===== config.mk =====
export PLATFORM = sky130hd
export DESIGN_NAME = mfdp_cell
export DESIGN_NICKNAME = d
export VERILOG_FILES = /design/src/rtl/core/mfdp_pkg.sv /design/src/rtl/core/mfdp_cell.sv
export SDC_FILE = /design/constraint.sdc
export NUM_CORES = 1
export LEC_CHECK = 0
export BUFFER_PORTS_ARGS = -buffer_cell sky130_fd_sc_hd__buf_2
export CAP_MARGIN = 20
export CORE_MARGIN = 5
export CORE_UTILIZATION = 43
export CTS_BUF_LIST = sky130_fd_sc_hd__clkbuf_8 sky130_fd_sc_hd__clkbuf_16
export CTS_CLUSTER_DIAMETER = 120
export DETAILED_ROUTE_END_ITERATION = 8
export GPL_TIMING_DRIVEN = 0
export PLACE_DENSITY = 0.68
export SLEW_MARGIN = 0
export SYNTH_ARGS = -nofsm -noshare
export SYNTH_HDL_FRONTEND = slang
export SYNTH_SLANG_ARGS = --single-unit

===== constraint.sdc =====
create_clock -name clk -period 9.2 [get_ports clk]
set_input_delay 1.84 -clock clk [delete_from_list [all_inputs] [get_ports clk]]
set_output_delay 1.84 -clock clk [all_outputs]
set_load 0.01 [all_outputs]

===== src/rtl/core/mfdp_pkg.sv =====
// Shared types, codes and constants of the maze flood distance planner.
package mfdp_pkg;

  localparam int GRID_SIDE_DEF = 16;
  localparam int DIR_COUNT     = 4;
  localparam int DIST_W        = 8;
  localparam logic [DIST_W-1:0] DIST_MAX = 8'd255;

  localparam int IN_TDATA_W  = 16;
  localparam int IN_TUSER_W  = 2;
  localparam int OUT_TDATA_W = 16;

  // operation codes carried on in_tuser
  localparam logic [1:0] MODE_WALLS = 2'd0;
  localparam logic [1:0] MODE_INIT  = 2'd1;
  localparam logic [1:0] MODE_FLOOD = 2'd2;
  localparam logic [1:0] MODE_QUERY = 2'd3;

  // direction codes
  localparam logic [1:0] DIR_NORTH = 2'd0;
  localparam logic [1:0] DIR_EAST  = 2'd1;
  localparam logic [1:0] DIR_SOUTH = 2'd2;
  localparam logic [1:0] DIR_WEST  = 2'd3;

  // broadcast to every cell
  typedef struct packed {
    logic       init;
    logic       flood;
    logic       wr;
    logic [3:0] walls;
  } cell_ctrl_t;

  // what a query needs to see of one cell
  typedef struct packed {
    logic [DIST_W-1:0]                cur_dist;
    logic [DIR_COUNT-1:0]             open;
    logic [DIR_COUNT-1:0][DIST_W-1:0] nbr;
  } view_t;

endpackage


===== src/rtl/core/mfdp_cell.sv =====
// One grid cell: wall bits, distance and the local relaxation step.
module mfdp_cell
  import mfdp_pkg::*;
#(
  parameter bit GOAL = 1'b0
) (
  input  logic                             clk,
  input  logic                             rst_n,
  input  cell_ctrl_t                       ctrl,
  input  logic                             sel,
  input  logic [DIR_COUNT-1:0][DIST_W-1:0] nbr_dist,
  input  logic [DIR_COUNT-1:0]             nbr_in,
  output logic [DIST_W-1:0]                cur_dist,
  output logic [DIR_COUNT-1:0]             open
);

  localparam logic [DIST_W-1:0] DIST_START = GOAL ? '0 : DIST_MAX;

  logic [DIST_W-1:0] dist_r, dist_nxt;
  logic [3:0]        walls_r, walls_nxt;
  logic [DIST_W-1:0] relax;

  assign open     = ~walls_r & nbr_in;
  assign cur_dist = dist_r;

  // least of own distance and each open neighbor plus one, saturating
  always_comb begin
    logic [DIST_W-1:0] cand;
    relax = dist_r;
    for (int d = 0; d < DIR_COUNT; d++) begin
      cand = (nbr_dist[d] == DIST_MAX) ? DIST_MAX : nbr_dist[d] + 1'b1;
      if (open[d] && (cand < relax)) begin
        relax = cand;
      end
    end
  end

  always_comb begin
    dist_nxt  = dist_r;
    walls_nxt = walls_r;
    if (ctrl.init) begin
      dist_nxt = DIST_START;
    end else if (ctrl.flood) begin
      dist_nxt = relax;
    end
    if (ctrl.wr && sel) begin
      walls_nxt = ctrl.walls;
    end
  end

  always_ff @(posedge clk) begin
    if (!rst_n) begin
      dist_r  <= DIST_START;
      walls_r <= '0;
    end else begin
      dist_r  <= dist_nxt;
      walls_r <= walls_nxt;
    end
  end

endmodule


== Word level (Yosys, flattened, before mapping) ==
Cells that the tools add are included.

* Add/sub/neg operators: 4
* Order comparisons: 4
* Reductions and logical operators: 6
* Equal/unequal tests: 4
* Bitwise logic cells: 3
* Mux-type cells: 8

{| class="wikitable"
|+ Operators with widths
! cell !! number
|-
| $mux 8 || 8
|-
| $add 8x1->8 const B || 4
|-
| $eq 8x8->1 const B || 4
|-
| $lt 8x8->1 || 4
|-
| $logic_and 1x1->1 || 5
|-
| $and 4x4->4 || 1
|-
| $not 4->4 || 1
|-
| $reduce_or 2->1 || 1
|-
| $not 1->1 || 1
|}

* Logic and storage cells: 31
* Flip-flop bits (word level): 12
* Output and inout bits: 12
* Input bits: 46

== Logic depth before layout (Yosys ltp) ==
Gate-level depths: netlist (run 1).

* Depth in word-level cells: 14
* Gate-level depth with buffers: 38
* Depth with buffers taken out: 36

== Least setup slack after synthesis (run 1) ==
OpenSTA, ideal clock, no wires.

* Path type: input -> register
* Start: input port nbr_dist[0] (netlist bit)
* End: register dist_r[1] (netlist: cur_dist[1])
* Path slack: 0.894 ns
* Buffers on the path: 2
* Setup time: 0.095 ns
* Arrival time: 8.210 ns
* Data required time: 9.105 ns
* Cell stages on the path: 33
* Cell sequence: ha_1 -> and3_1 -> nand3_1 -> nor3_1 -> a21oi_1 -> ha_1 -> o21ai_0 -> o211ai_2 -> a31oi_1 -> clkbuf_1 -> nor2_1 -> a21oi_1 -> ha_1 -> and4_1 -> and2_1 -> o211a_1 -> or2_4 -> nand2b_4 -> buf_6 -> mux2_4 -> ha_1 -> a21o_1 -> a21oi_1 -> o221ai_1 -> a31oi_4 -> mux2_4 -> ha_1 -> a21oi_1 -> nor2b_1 -> o21ai_0 -> nand4_1 -> o21ba_2 -> a221oi_1

* Word-level cells in the longest chain between the ends: 14
* Elaborated cells on any way between the ends: 15
* Classes of those cells: 1 x add/sub; 4 x order compare; 1 x eq/ne; 5 x mux; 4 x reduce/logical

{| class="wikitable"
|+ RTL lines
! what !! RTL line !! RTL
|-
| start: declaration || mfdp_cell.sv:11 || <nowiki>input logic [DIR_COUNT-1:0][DIST_W-1:0] nbr_dist,</nowiki>
|-
| $add 8x1->8 / $eq 8x8->1 (equally long branches) || mfdp_cell.sv:31 || <nowiki>cand = (nbr_dist[d] == DIST_MAX) ? DIST_MAX : nbr_dist[d] + 1'b1;</nowiki>
|-
| $mux 8 * || mfdp_cell.sv:31 ||
|-
| $lt 8x8->1 || mfdp_cell.sv:32 || <nowiki>if (open[d] && (cand < relax)) begin</nowiki>
|-
| $logic_and 1x1->1 || mfdp_cell.sv:32 ||
|-
| $mux 8 * || mfdp_cell.sv:32 ||
|-
| $lt 8x8->1 || mfdp_cell.sv:32 ||
|-
| $logic_and 1x1->1 || mfdp_cell.sv:32 ||
|-
| $mux 8 * || mfdp_cell.sv:32 ||
|-
| $lt 8x8->1 || mfdp_cell.sv:32 ||
|-
| $logic_and 1x1->1 || mfdp_cell.sv:32 ||
|-
| $mux 8 * || mfdp_cell.sv:32 ||
|-
| $lt 8x8->1 || mfdp_cell.sv:32 ||
|-
| $logic_and 1x1->1 || mfdp_cell.sv:32 ||
|-
| $mux 8 * || mfdp_cell.sv:32 ||
|-
| end signal: assignment || mfdp_cell.sv:56 || <nowiki>dist_r <= dist_nxt;</nowiki>
|-
| end: declaration || mfdp_cell.sv:19 || <nowiki>logic [DIST_W-1:0] dist_r, dist_nxt;</nowiki>
|}

Every way passes the cells marked *; elsewhere a longest branch is shown, timed or not.
A chain may end at the register's enable or synchronous reset.

== Final worst setup path (run 1) ==
* Start: input port nbr_dist[0] (netlist bit)
* End: register dist_r[7] (netlist: cur_dist[7])

The elaborated chain is that of the path after synthesis.

==> impl_metrics.json, run 1 <==
{
  "finalClockSkew_ns": 0.00978,
  "synth_top_cells_by_area": "sky130_fd_sc_hd__ha_1 16%, sky130_fd_sc_hd__dfxtp_1 10%, sky130_fd_sc_hd__mux2i_1 7.4%, sky130_fd_sc_hd__nor2_1 5.5%, sky130_fd_sc_hd__inv_1 4.4%",
  "grt_max_degree": 11,
  "layout.nets": 459,
  "cts_tree": "yes",
  "synth_seq_cells": 12,
  "synthCells": 313,
  "drc": 0,
  "worst_hold_path_type": "reg2reg",
  "layout_min_cycle_time_ns": 8.69,
  "worstPathArrival_ns": 8.83,
  "die_h_um": 83.3,
  "postSynthNetCount": 389,
  "startpoint_type": "input port",
  "area_of_the_die_um2": 6930,
  "mappedNetlistArea_um2": 2310,
  "post_synth_most_frequent_cells": "34 x sky130_fd_sc_hd__nor2_1, 30 x sky130_fd_sc_hd__ha_1, 27 x sky130_fd_sc_hd__inv_1",
  "area_delta_synth_final_pct": 23.1,
  "die-width_um": 83.3,
  "fin_cells": 452,
  "crit_required_ns": 9.34,
  "detailroute.via_count": 2447,
  "pin_count": 58,
  "place.detailed.instances": 440,
  "first_pass_grt_wire_length_um": 10100,
  "cts_htree_levels": 1,
  "drt-initial-drc-count": 93,
  "clock_sinks": 12,
  "numCtsBuffers": 3,
  "core-area_um2": 5170,
  "postRouteAntennaNets": 0,
  "synth.yosys.seq_area_share": 0.104,
  "max-vdd-ir-drop_uv": 108,
  "detailed_place_hpwl_um": 5150,
  "worst_setup_hold_path_clk_slew_ns": 0.05,
  "path_common_cell": "sky130_fd_sc_hd__ha_1",
  "syn-mean-instance-area_um2": 7.37,
  "drt-wirelength-per-cell_um": 13.5,
  "dr_pass1_iterations": 4,
  "gp_congestion": 0.864,
  "critPathCaptureType": "flop",
  "routed_wirelength_um": 6090,
  "postSynth.asyncResetShare": 0,
  "number_of_enable_type_register_cells_in_the_synthesized_netlist": 0,
  "finalSetupTns_ns": 0,
  "ant_cells": 0,
  "synth_most_common_cell": "sky130_fd_sc_hd__nor2_1",
  "final_max_slew_viol_count": 0,
  "final_layout_size_suffix_gt1_frac": 0.246,
  "power.density_cell_area_nw_per_um2": 106,
  "grt_pass1_vias": 2304,
  "run_status": "complete, no violations",
  "clk_latency_ns": 0.24,
  "yosys.area.top_type": "sky130_fd_sc_hd__ha_1",
  "fmax_mhz": 115,
  "overflow": 0,
  "main_synth_ff_type": "sky130_fd_sc_hd__dfxtp_1",
  "leakagePower_nw": 1.41,
  "setup-violations-final": 0,
  "synth_top_area_frac": 0.163,
  "crit_type": "in2reg",
  "max_cap_violations": 0,
  "yosysUniqueCellTypes": 56,
  "worst-path-max-fanout": 10,
  "start_util": 0.446,
  "finalHoldViolCount": 0,
  "via_per_inst": 5.41,
  "crit_path_max_incr_delay_ns": 0.31,
  "timing.max_slew.rel_slack": 0.658,
  "root_buffer": "sky130_fd_sc_hd__clkbuf_8",
  "crit_slowest_cell": "sky130_fd_sc_hd__mux2_4",
  "yosys_warnings": 0,
  "max-clock-path-buffers": 2,
  "grt.total_usage": 0.165,
  "placementRows": 26,
  "place.port_buffers": 57,
  "period_share": 0.945,
  "worst-slew-pin-transition_ns": 0.510,
  "grt_antenna_before_repair": 0
}
-- layout by cell type, fill, tap and decap left out, types with 8 or more instances in the layout --
cell type	instances
sky130_fd_sc_hd__dfxtp_1	12
sky130_fd_sc_hd__mux2i_1	17
sky130_fd_sc_hd__nand2_1	26
sky130_fd_sc_hd__o21ai_0	13
sky130_fd_sc_hd__inv_1	27
sky130_fd_sc_hd__nor2_1	33
sky130_fd_sc_hd__ha_1	30
sky130_fd_sc_hd__xnor2_1	11
sky130_fd_sc_hd__a21oi_1	16
sky130_fd_sc_hd__buf_4	8
sky130_fd_sc_hd__buf_2	57
sky130_fd_sc_hd__and3_1	9
sky130_fd_sc_hd__nand3_1	17
sky130_fd_sc_hd__nor2b_1	11
-- report_power, final --
group / switching (W) / internal, W / total, W
Clock: 0.0000199 / 0.0000378 / 0.0000576
Sequential: 0.00000313 / 0.0000556 / 0.0000588
Combinational: 0.000101 / 0.0000830 / 0.000184
Total: 0.000124 / 0.000176 / 0.000300
-- flip-flops by register name, summed over array words and instances, names as in the netlist --
signal,flops
cur_dist,8
walls_r,4
-- through the flow --
step | hold WS, ns | power, W | setup WS [ns] | instance area [µm²] | util
4_1_cts | 0.469 | 0.000289 | 0.0203 | 2740 | 0.529
3_5_place_dp | 0.463 | 0.000230 | -0.215 | 2680 | 0.518
2_1_floorplan | 0.444 | 0.000181 | 0.894 | 2310 | -
6_report | 0.466 | 0.000300 | 0.506 | 2840 | 0.549
5_1_grt | 0.488 | 0.000327 | -0.0365 | 2840 | 0.549
3_3_place_gp | 0.454 | 0.000226 | -0.113 | 2680 | 0.518
-- cell families after synthesis --
group | count (synthesis) | share of synthesized area
xor+xnor | 14 | 0.0531
buf+inv | 30 | 0.0521
mux | 20 | 0.0933
simple gates | 133 | 0.305
compound gates | 74 | 0.229
fa+ha+maj | 30 | 0.163
flops | 12 | 0.104
-- repair_timing --
| item | 4_1_cts | 5_1_grt |
|---|---|---|
| resized for setup | 0 | 15 |
| endpoints found under the setup margin | 0 | 8 |
| setup buffers | 0 | 8 |
| hold buffers | 0 | 0 |
-- path summary, 6_finish.rpt --
kind / from / to / slack (ns) / cells past startpoint
max reg2reg: cur_dist[5] / cur_dist[7] / 2.51 / 29
max: nbr_dist[0] / cur_dist[7] / 0.51 / 34
min reg2reg: walls_r[0] / walls_r[0] / 0.47 / 2
min: walls_r[0] / walls_r[0] / 0.47 / 2
-- final cells by class --
type	count	area [µm²]
plain buffers	3	22.5
clock buffers	4	55.1
fillers	509	2330
inverters	27	101
multi-input cells	271	1990
flip-flops and latches	12	240
well taps	70	87.6
repair buffers	65	345
-- worst max-delay path: cells and delay by family --
kind	cells	cell delay [ns]
muxes	2	0.62
AOI/OAI and AO/OA	13	2.84
and+or+nand+nor	10	1.47
adders and majority gates	5	1.39
buffers and inverters	4	0.67
-- per-layer routing --
layer / global-route usage / wire length, µm / up-vias
met5: 0 / 0 / -
met4: 0.0208 / 57 / 0
met3: 0.0267 / 321 / 8
met2: 0.284 / 2690 / 67
met1: 0.222 / 3020 / 1085
li1: - / - / 1287
No activity file was read; power rests on OpenSTA's default activity.
==> inputs of run 2 (changes only) <==
--- a/config.mk
+++ b/config.mk
@@ -7,6 +7,7 @@
 export LEC_CHECK = 0
 export BUFFER_PORTS_ARGS = -buffer_cell sky130_fd_sc_hd__buf_2
 export CAP_MARGIN = 20
+export CORE_ASPECT_RATIO = 1.1
 export CORE_MARGIN = 5
 export CORE_UTILIZATION = 43
 export CTS_BUF_LIST = sky130_fd_sc_hd__clkbuf_8 sky130_fd_sc_hd__clkbuf_16
==> run 2 against run 1 <==
- sequential share of layout area barely moved
- final area fell by 0.31%
- worst setup slack improved by 0.039 ns
- clock power fell by 20%
- largest power group unchanged
- combinational power barely moved
- worst hold slack improved by 0.00051 ns
- clock skew fell by 0.0069 ns
- non-clock buffer count did not move
- highest routed layer unchanged
- sequential cell count did not move
==> impl_metrics.json, run 2 (same netlist as run 1, synthesis figures left out) <==
{
  "final_layout_size_suffix_gt1_frac": 0.244,
  "combinational_fraction_of_design_power": 0.636,
  "finalHoldViolCount": 0,
  "crit_required_ns": 9.34,
  "core-area_um2": 5290,
  "max_reg_flops": 8,
  "mostFrequentLayoutCells": "57 x sky130_fd_sc_hd__buf_2, 33 x sky130_fd_sc_hd__nor2_1, 30 x sky130_fd_sc_hd__ha_1, 27 x sky130_fd_sc_hd__inv_1, 26 x sky130_fd_sc_hd__nand2_1",
  "grt_max_degree": 11,
  "mostFrequentLayoutCell": "sky130_fd_sc_hd__buf_2",
  "area_delta_synth_final_pct": 22.7,
  "startpoint_type": "input port",
  "crit_path_max_incr_delay_ns": 0.37,
  "pin_count": 58,
  "crit_slowest_cell": "sky130_fd_sc_hd__mux2_4",
  "placementRows": 28,
  "critPathCaptureType": "flop",
  "ff2ff_setup_slack_ns": 2.59,
  "global_route.usage.met2": 0.304,
  "timing.max_slew.rel_slack": 0.615,
  "start_util": 0.436,
  "finalClockSkew_ns": 0.00288,
  "multi_input_comb_area_um2": 1990,
  "hold_path_end": "walls_r[0]",
  "grtUsageMet1": 0.225,
  "detailed_place_hpwl_um": 5140,
  "crit_type": "in2reg",
  "clock_power_share": 0.160,
  "place.detailed.instances": 445,
  "worst_setup_hold_path_clk_slew_ns": 0.05,
  "place.port_buffers": 57,
  "worst_r2r_endpoint": "cur_dist[7]",
  "drt-wirelength-per-cell_um": 13.2,
  "drc": 0,
  "power.internal_w": 0.000167,
  "dpl_cell_area_um2": 2690,
  "routed_wirelength_um": 6030,
  "critical_path_cell_count": 33,
  "run_status": "complete, no violations",
  "area_of_the_die_um2": 6930,
  "ff2ff_path_depth": 29,
  "period_share": 0.941,
  "first_pass_grt_wire_length_um": 9920,
  "detailroute.via_count": 2456,
  "via_per_inst": 5.39,
  "overflow": 0,
  "ant_cells": 0,
  "min-delay-start": "walls_r[0]",
  "worst-path-max-fanout": 10,
  "fin_cells": 456,
  "grt_antenna_before_repair": 0,
  "cts_tree": "yes",
  "power.switching_fraction": 0.420,
  "worstPathArrival_ns": 8.79,
  "max-clock-path-buffers": 2,
  "numCtsBuffers": 3,
  "grt_pass1_vias": 2288,
  "fmax_mhz": 116,
  "register_area_um2": 240,
  "gp_congestion": 0.796,
  "grt.total_usage": 0.173,
  "dr_pass1_iterations": 4,
  "worst-slew-pin-transition_ns": 0.574,
  "postRouteAntennaNets": 0,
  "path_common_cell": "sky130_fd_sc_hd__ha_1",
  "holdWs_ns": 0.466,
  "die_h_um": 86.8,
  "setup-violations-final": 0,
  "layout.nets": 459,
  "total_switching_power_w": 0.000121,
  "grt_most_used_layer": "met2",
  "layout_min_cycle_time_ns": 8.66,
  "clock_sinks": 12,
  "cts_htree_levels": 1,
  "report.power.total_w": 0.000288,
  "min_path_cells": 2,
  "number_of_buffers_and_inverters_on_the_critical_path": 3,
  "worst_hold_path_type": "reg2reg",
  "leakagePower_nw": 1.41,
  "die-width_um": 79.8,
  "timing.rr.start": "cur_dist[3]",
  "final_max_slew_viol_count": 0,
  "power.share.sequential": 0.204,
  "drt-initial-drc-count": 96,
  "root_buffer": "sky130_fd_sc_hd__clkbuf_8",
  "fillers": 530,
  "clk_latency_ns": 0.24,
  "power.density_cell_area_nw_per_um2": 102,
  "max-vdd-ir-drop_uv": 92.9,
  "grt_met3_usage": 0.0239,
  "critical-path-top-delay-family": "compound AO/OA/AOI/OAI gates",
  "max_cap_violations": 0,
  "fin_area_um2": 2830
}
## run 2: cell types whose count changed in the layout (fill, tap and decap cells not counted)
cell                       delta
sky130_fd_sc_hd__buf_4        +1
sky130_fd_sc_hd__clkbuf_4     -1
sky130_fd_sc_hd__clkbuf_8     -1
sky130_fd_sc_hd__mux2i_1      -1
sky130_fd_sc_hd__mux2i_2      +1
sky130_fd_sc_hd__nor3_1       +1
sky130_fd_sc_hd__nor3_2       -1
## run 2: how the worst max path moves through the flow
stage,from,end
floorplan,nbr_dist[0],cur_dist[1]
global placement,nbr_dist[0],cur_dist[6]
detailed placement,nbr_dist[0],cur_dist[3]
CTS,nbr_dist[0],cur_dist[3]
global route,nbr_dist[0],cur_dist[2]
finish,nbr_dist[0],cur_dist[7]
## run 2: what timing repair did
action	4_1_cts	5_1_grt
hold buffers	0	0
buffers inserted	0	8
resized for setup	0	16
setup endpoints to repair	0	8
## run 2: worst reg2reg max path: cells and delay by family, from the launching register on
| kind | cells | cell delay [ns] |
|---|---|---|
| AO/OA/AOI/OAI | 13 | 2.75 |
| flip-flops | 1 | 0.34 |
| buffers and inverters | 3 | 0.42 |
| AND/OR/NAND/NOR | 7 | 1.10 |
| adder cells (fa/ha/maj) | 4 | 1.24 |
| multiplexers | 2 | 0.68 |
## run 2: layout make-up
cell class                 count  share of cell area
buffer                         3             0.00795
inverter                      27              0.0358
timing repair buffer          65               0.122
tap                           75              0.0331
clock buffer                   3              0.0146
multi-input combinational    271               0.702
sequential                    12              0.0848
## run 2: stage by stage
step / setup slack [ns] / utilization / setup TNS [ns]
6_report: 0.545 / 0.535 / 0
5_1_grt: -0.0592 / 0.535 / -0.151
4_1_cts: 0.0385 / 0.516 / 0
3_5_place_dp: -0.192 / 0.508 / -1.29
3_3_place_gp: -0.111 / 0.508 / -0.716
2_1_floorplan: 0.894 / - / 0
## run 2: routing by layer
metal | wire length (µm) | share of wire
met5 | 0 | 0
met3 | 386 | 0.064
met4 | 77 | 0.013
met2 | 2800 | 0.46
met1 | 2770 | 0.46
## run 2: power by group through the flow
stage / Combinational, W / Clock, W / Sequential (W)
2_1_floorplan: 0.000120 / 0 / 0.0000604
3_3_place_gp: 0.000167 / 0 / 0.0000598
3_5_place_dp: 0.000170 / 0 / 0.0000598
4_1_cts: 0.000171 / 0.0000479 / 0.0000588
5_1_grt: 0.000206 / 0.0000494 / 0.0000594
6_report: 0.000183 / 0.0000462 / 0.0000587
==> inputs of run 3 (changes only) <==
--- a/config.mk
+++ b/config.mk
@@ -5,9 +5,10 @@
 export SDC_FILE = /design/constraint.sdc
 export NUM_CORES = 1
 export LEC_CHECK = 0
+export ABC_AREA = 1
 export BUFFER_PORTS_ARGS = -buffer_cell sky130_fd_sc_hd__buf_2
 export CAP_MARGIN = 20
-export CORE_ASPECT_RATIO = 1.1
+export CORE_ASPECT_RATIO = 0.7
 export CORE_MARGIN = 5
 export CORE_UTILIZATION = 43
 export CTS_BUF_LIST = sky130_fd_sc_hd__clkbuf_8 sky130_fd_sc_hd__clkbuf_16
==> run 3 against run 2 <==
- sequential cell count did not move
- largest power group unchanged
- final cell count increased by 16%
- fmax is essentially flat
- global-route usage shrank 1.4 points
- clock skew is essentially flat
- utilization down 1.2 points
- synthesized area decreased by 2.1%
- register-to-register slack better by 0.05 ns
- critical path type unchanged
- worst hold slack improved by 0.027 ns
==> impl_metrics.json, run 3 <==
{
  "synth_seq_cells": 12,
  "crit_required_ns": 9.38,
  "mostFrequentLayoutCell": "sky130_fd_sc_hd__nand2_1",
  "worstPathArrival_ns": 8.83,
  "combinational_fraction_of_design_power": 0.606,
  "placementRows": 22,
  "grt.total_usage": 0.159,
  "layout_min_cycle_time_ns": 8.65,
  "worst-path-max-fanout": 14,
  "total_switching_power_w": 0.000119,
  "power.density_cell_area_nw_per_um2": 96.9,
  "clk_latency_ns": 0.23,
  "timing.rr.start": "cur_dist[7]",
  "grt_max_degree": 11,
  "grt_setup_unrepaired": "false",
  "main_synth_ff_type": "sky130_fd_sc_hd__dfxtp_1",
  "crit_path_max_incr_delay_ns": 0.44,
  "grt_antenna_before_repair": 0,
  "yosys_warnings": 0,
  "grt_met3_usage": 0.0286,
  "pin_count": 58,
  "worst_setup_hold_path_clk_slew_ns": 0.05,
  "power.internal_w": 0.000144,
  "place.port_buffers": 56,
  "via_per_inst": 4.87,
  "synth_top_area_frac": 0.170,
  "area_delta_synth_final_pct": 20.0,
  "syn-mean-instance-area_um2": 5.69,
  "power.switching_fraction": 0.453,
  "finalHoldViolCount": 0,
  "cts_htree_levels": 1,
  "grt_pass1_vias": 2229,
  "ant_cells": 0,
  "min-delay-start": "walls_r[2]",
  "mostFrequentLayoutCells": "102 x sky130_fd_sc_hd__nand2_1, 62 x sky130_fd_sc_hd__inv_1, 58 x sky130_fd_sc_hd__buf_2, 44 x sky130_fd_sc_hd__nor2_1, 38 x sky130_fd_sc_hd__nand3_1",
  "first_pass_grt_wire_length_um": 9400,
  "yosysUniqueCellTypes": 29,
  "leakagePower_nw": 1.56,
  "max-vdd-ir-drop_uv": 93.4,
  "overflow": 0,
  "detailed_place_hpwl_um": 5010,
  "global_route.usage.met2": 0.255,
  "fmax_mhz": 116,
  "finalWorstSetupSlack_ns": 0.551,
  "final_max_slew_viol_count": 0,
  "final_layout_size_suffix_gt1_frac": 0.200,
  "period_share": 0.940,
  "min_path_cells": 2,
  "run_status": "complete, no violations",
  "power.share.sequential": 0.220,
  "report.power.total_w": 0.000263,
  "worst_r2r_endpoint": "cur_dist[2]",
  "root_buffer": "sky130_fd_sc_hd__clkbuf_8",
  "dr_pass1_iterations": 4,
  "hold_path_end": "walls_r[2]",
  "clock_power_share": 0.175,
  "finalClockSkew_ns": 0.00301,
  "ff2ff_setup_slack_ns": 2.64,
  "cts_tree": "yes",
  "post_synth_most_frequent_cells": "102 x sky130_fd_sc_hd__nand2_1, 62 x sky130_fd_sc_hd__inv_1, 44 x sky130_fd_sc_hd__nor2_1",
  "postSynth.asyncResetShare": 0,
  "max_reg_flops": 8,
  "number_of_enable_type_register_cells_in_the_synthesized_netlist": 0,
  "max-clock-path-buffers": 2,
  "synth_most_common_cell": "sky130_fd_sc_hd__nand2_1",
  "drt-initial-drc-count": 85,
  "path_common_cell": "sky130_fd_sc_hd__nand2_1",
  "layout.nets": 534,
  "postSynthNetCount": 473,
  "clock_sinks": 12,
  "max_cap_violations": 0,
  "yosys.area.top_type": "sky130_fd_sc_hd__nand2_1",
  "gp_congestion": 0.829,
  "start_util": 0.436,
  "crit_slowest_cell": "sky130_fd_sc_hd__ha_1",
  "die-width_um": 96.6,
  "synth.yosys.seq_area_share": 0.106,
  "detailroute.via_count": 2571,
  "postRouteAntennaNets": 0,
  "worst_hold_path_type": "reg2reg",
  "synth_top_cells_by_area": "sky130_fd_sc_hd__nand2_1 17%, sky130_fd_sc_hd__ha_1 17%, sky130_fd_sc_hd__dfxtp_1 11%, sky130_fd_sc_hd__inv_1 10%, sky130_fd_sc_hd__nand3_1 8.4%",
  "synthCells": 397,
  "drc": 0,
  "core-area_um2": 5170,
  "critPathCaptureType": "flop",
  "ff2ff_path_depth": 33,
  "area_of_the_die_um2": 6820,
  "timing.max_slew.rel_slack": 0.703,
  "crit_type": "in2reg",
  "routed_wirelength_um": 5780,
  "mappedNetlistArea_um2": 2260,
  "numCtsBuffers": 3,
  "pre_cts_slack_ns": -0.431,
  "startpoint_type": "input port",
  "worst-slew-pin-transition_ns": 0.441,
  "ctsHoldBuffers": 0,
  "drt-wirelength-per-cell_um": 10.9,
  "setup-violations-final": 0,
  "holdWs_ns": 0.493,
  "grtUsageMet1": 0.231,
  "grt_most_used_layer": "met2",
  "die_h_um": 70.6
}
## run 3: per-stage QoR
stage	std cells	instance area, µm²	TNS [ns]	utilization
final	528	2710	0	0.524
after global routing	528	2710	0	0.524
after CTS	528	2670	0	0.516
after detailed placement	525	2630	-3.36	0.508
after global placement	525	2630	-2.79	0.508
after floorplan	397	2260	0	-
## run 3: layer usage
metal,part of all wire,up-vias
li1,-,1418
met1,0.53,1091
met2,0.41,60
met3,0.063,2
met4,0.0016,0
met5,0,-
## run 3: repair_timing
item	CTS	global route
endpoints found under the setup margin	8	8
endpoints found under the hold margin	0	0
cloned	0	1
setup buffers	0	0
resized for setup	2	7
## run 3: logic make-up after synthesis
logic type / synth area share
flip-flops: 0.106
adder cells (fa/ha/maj): 0.166
AO/OA/AOI/OAI: 0.145
buffers and inverters: 0.117
AND/OR/NAND/NOR: 0.449
XOR/XNOR: 0.0155
## run 3: worst max path at each step
stage / end / startpoint / slack, ns / depth (start not counted)
global route: cur_dist[4] / nbr_dist[0] / 0.02 / 39
finish: cur_dist[2] / nbr_dist[0] / 0.55 / 38
detailed placement: cur_dist[3] / nbr_dist[0] / -0.43 / 41
global placement: cur_dist[3] / nbr_dist[0] / -0.36 / 41
CTS: cur_dist[3] / nbr_dist[0] / 0.03 / 41
floorplan: cur_dist[0] / nbr_dist[0] / 0.90 / 39
## run 3: final cells by class
type / count / area, µm²
tap: 72 / 90.1
buffer: 3 / 13.8
fill: 564 / 2460
inverter: 66 / 248
sequential: 12 / 240
timing repair buffer: 56 / 280
multi-input combinational: 316 / 1800
clock buffer: 3 / 41.3
## run 3: power by group through the flow
stage | combinational, W | sequential (W) | clock [W]
finish | 0.000159 | 0.0000578 | 0.0000458
global route | 0.000182 | 0.0000582 | 0.0000498
CTS | 0.000151 | 0.0000578 | 0.0000485
detailed placement | 0.000150 | 0.0000589 | 0
global placement | 0.000147 | 0.0000587 | 0
floorplan | 0.000107 | 0.0000592 | 0
## run 3: critical path, delay by kind of cell
family	cells	cell delay (ns)
fa+ha+maj	5	1.67
compound gates	10	2.48
simple gates	18	2.08
buf+inv	5	0.74
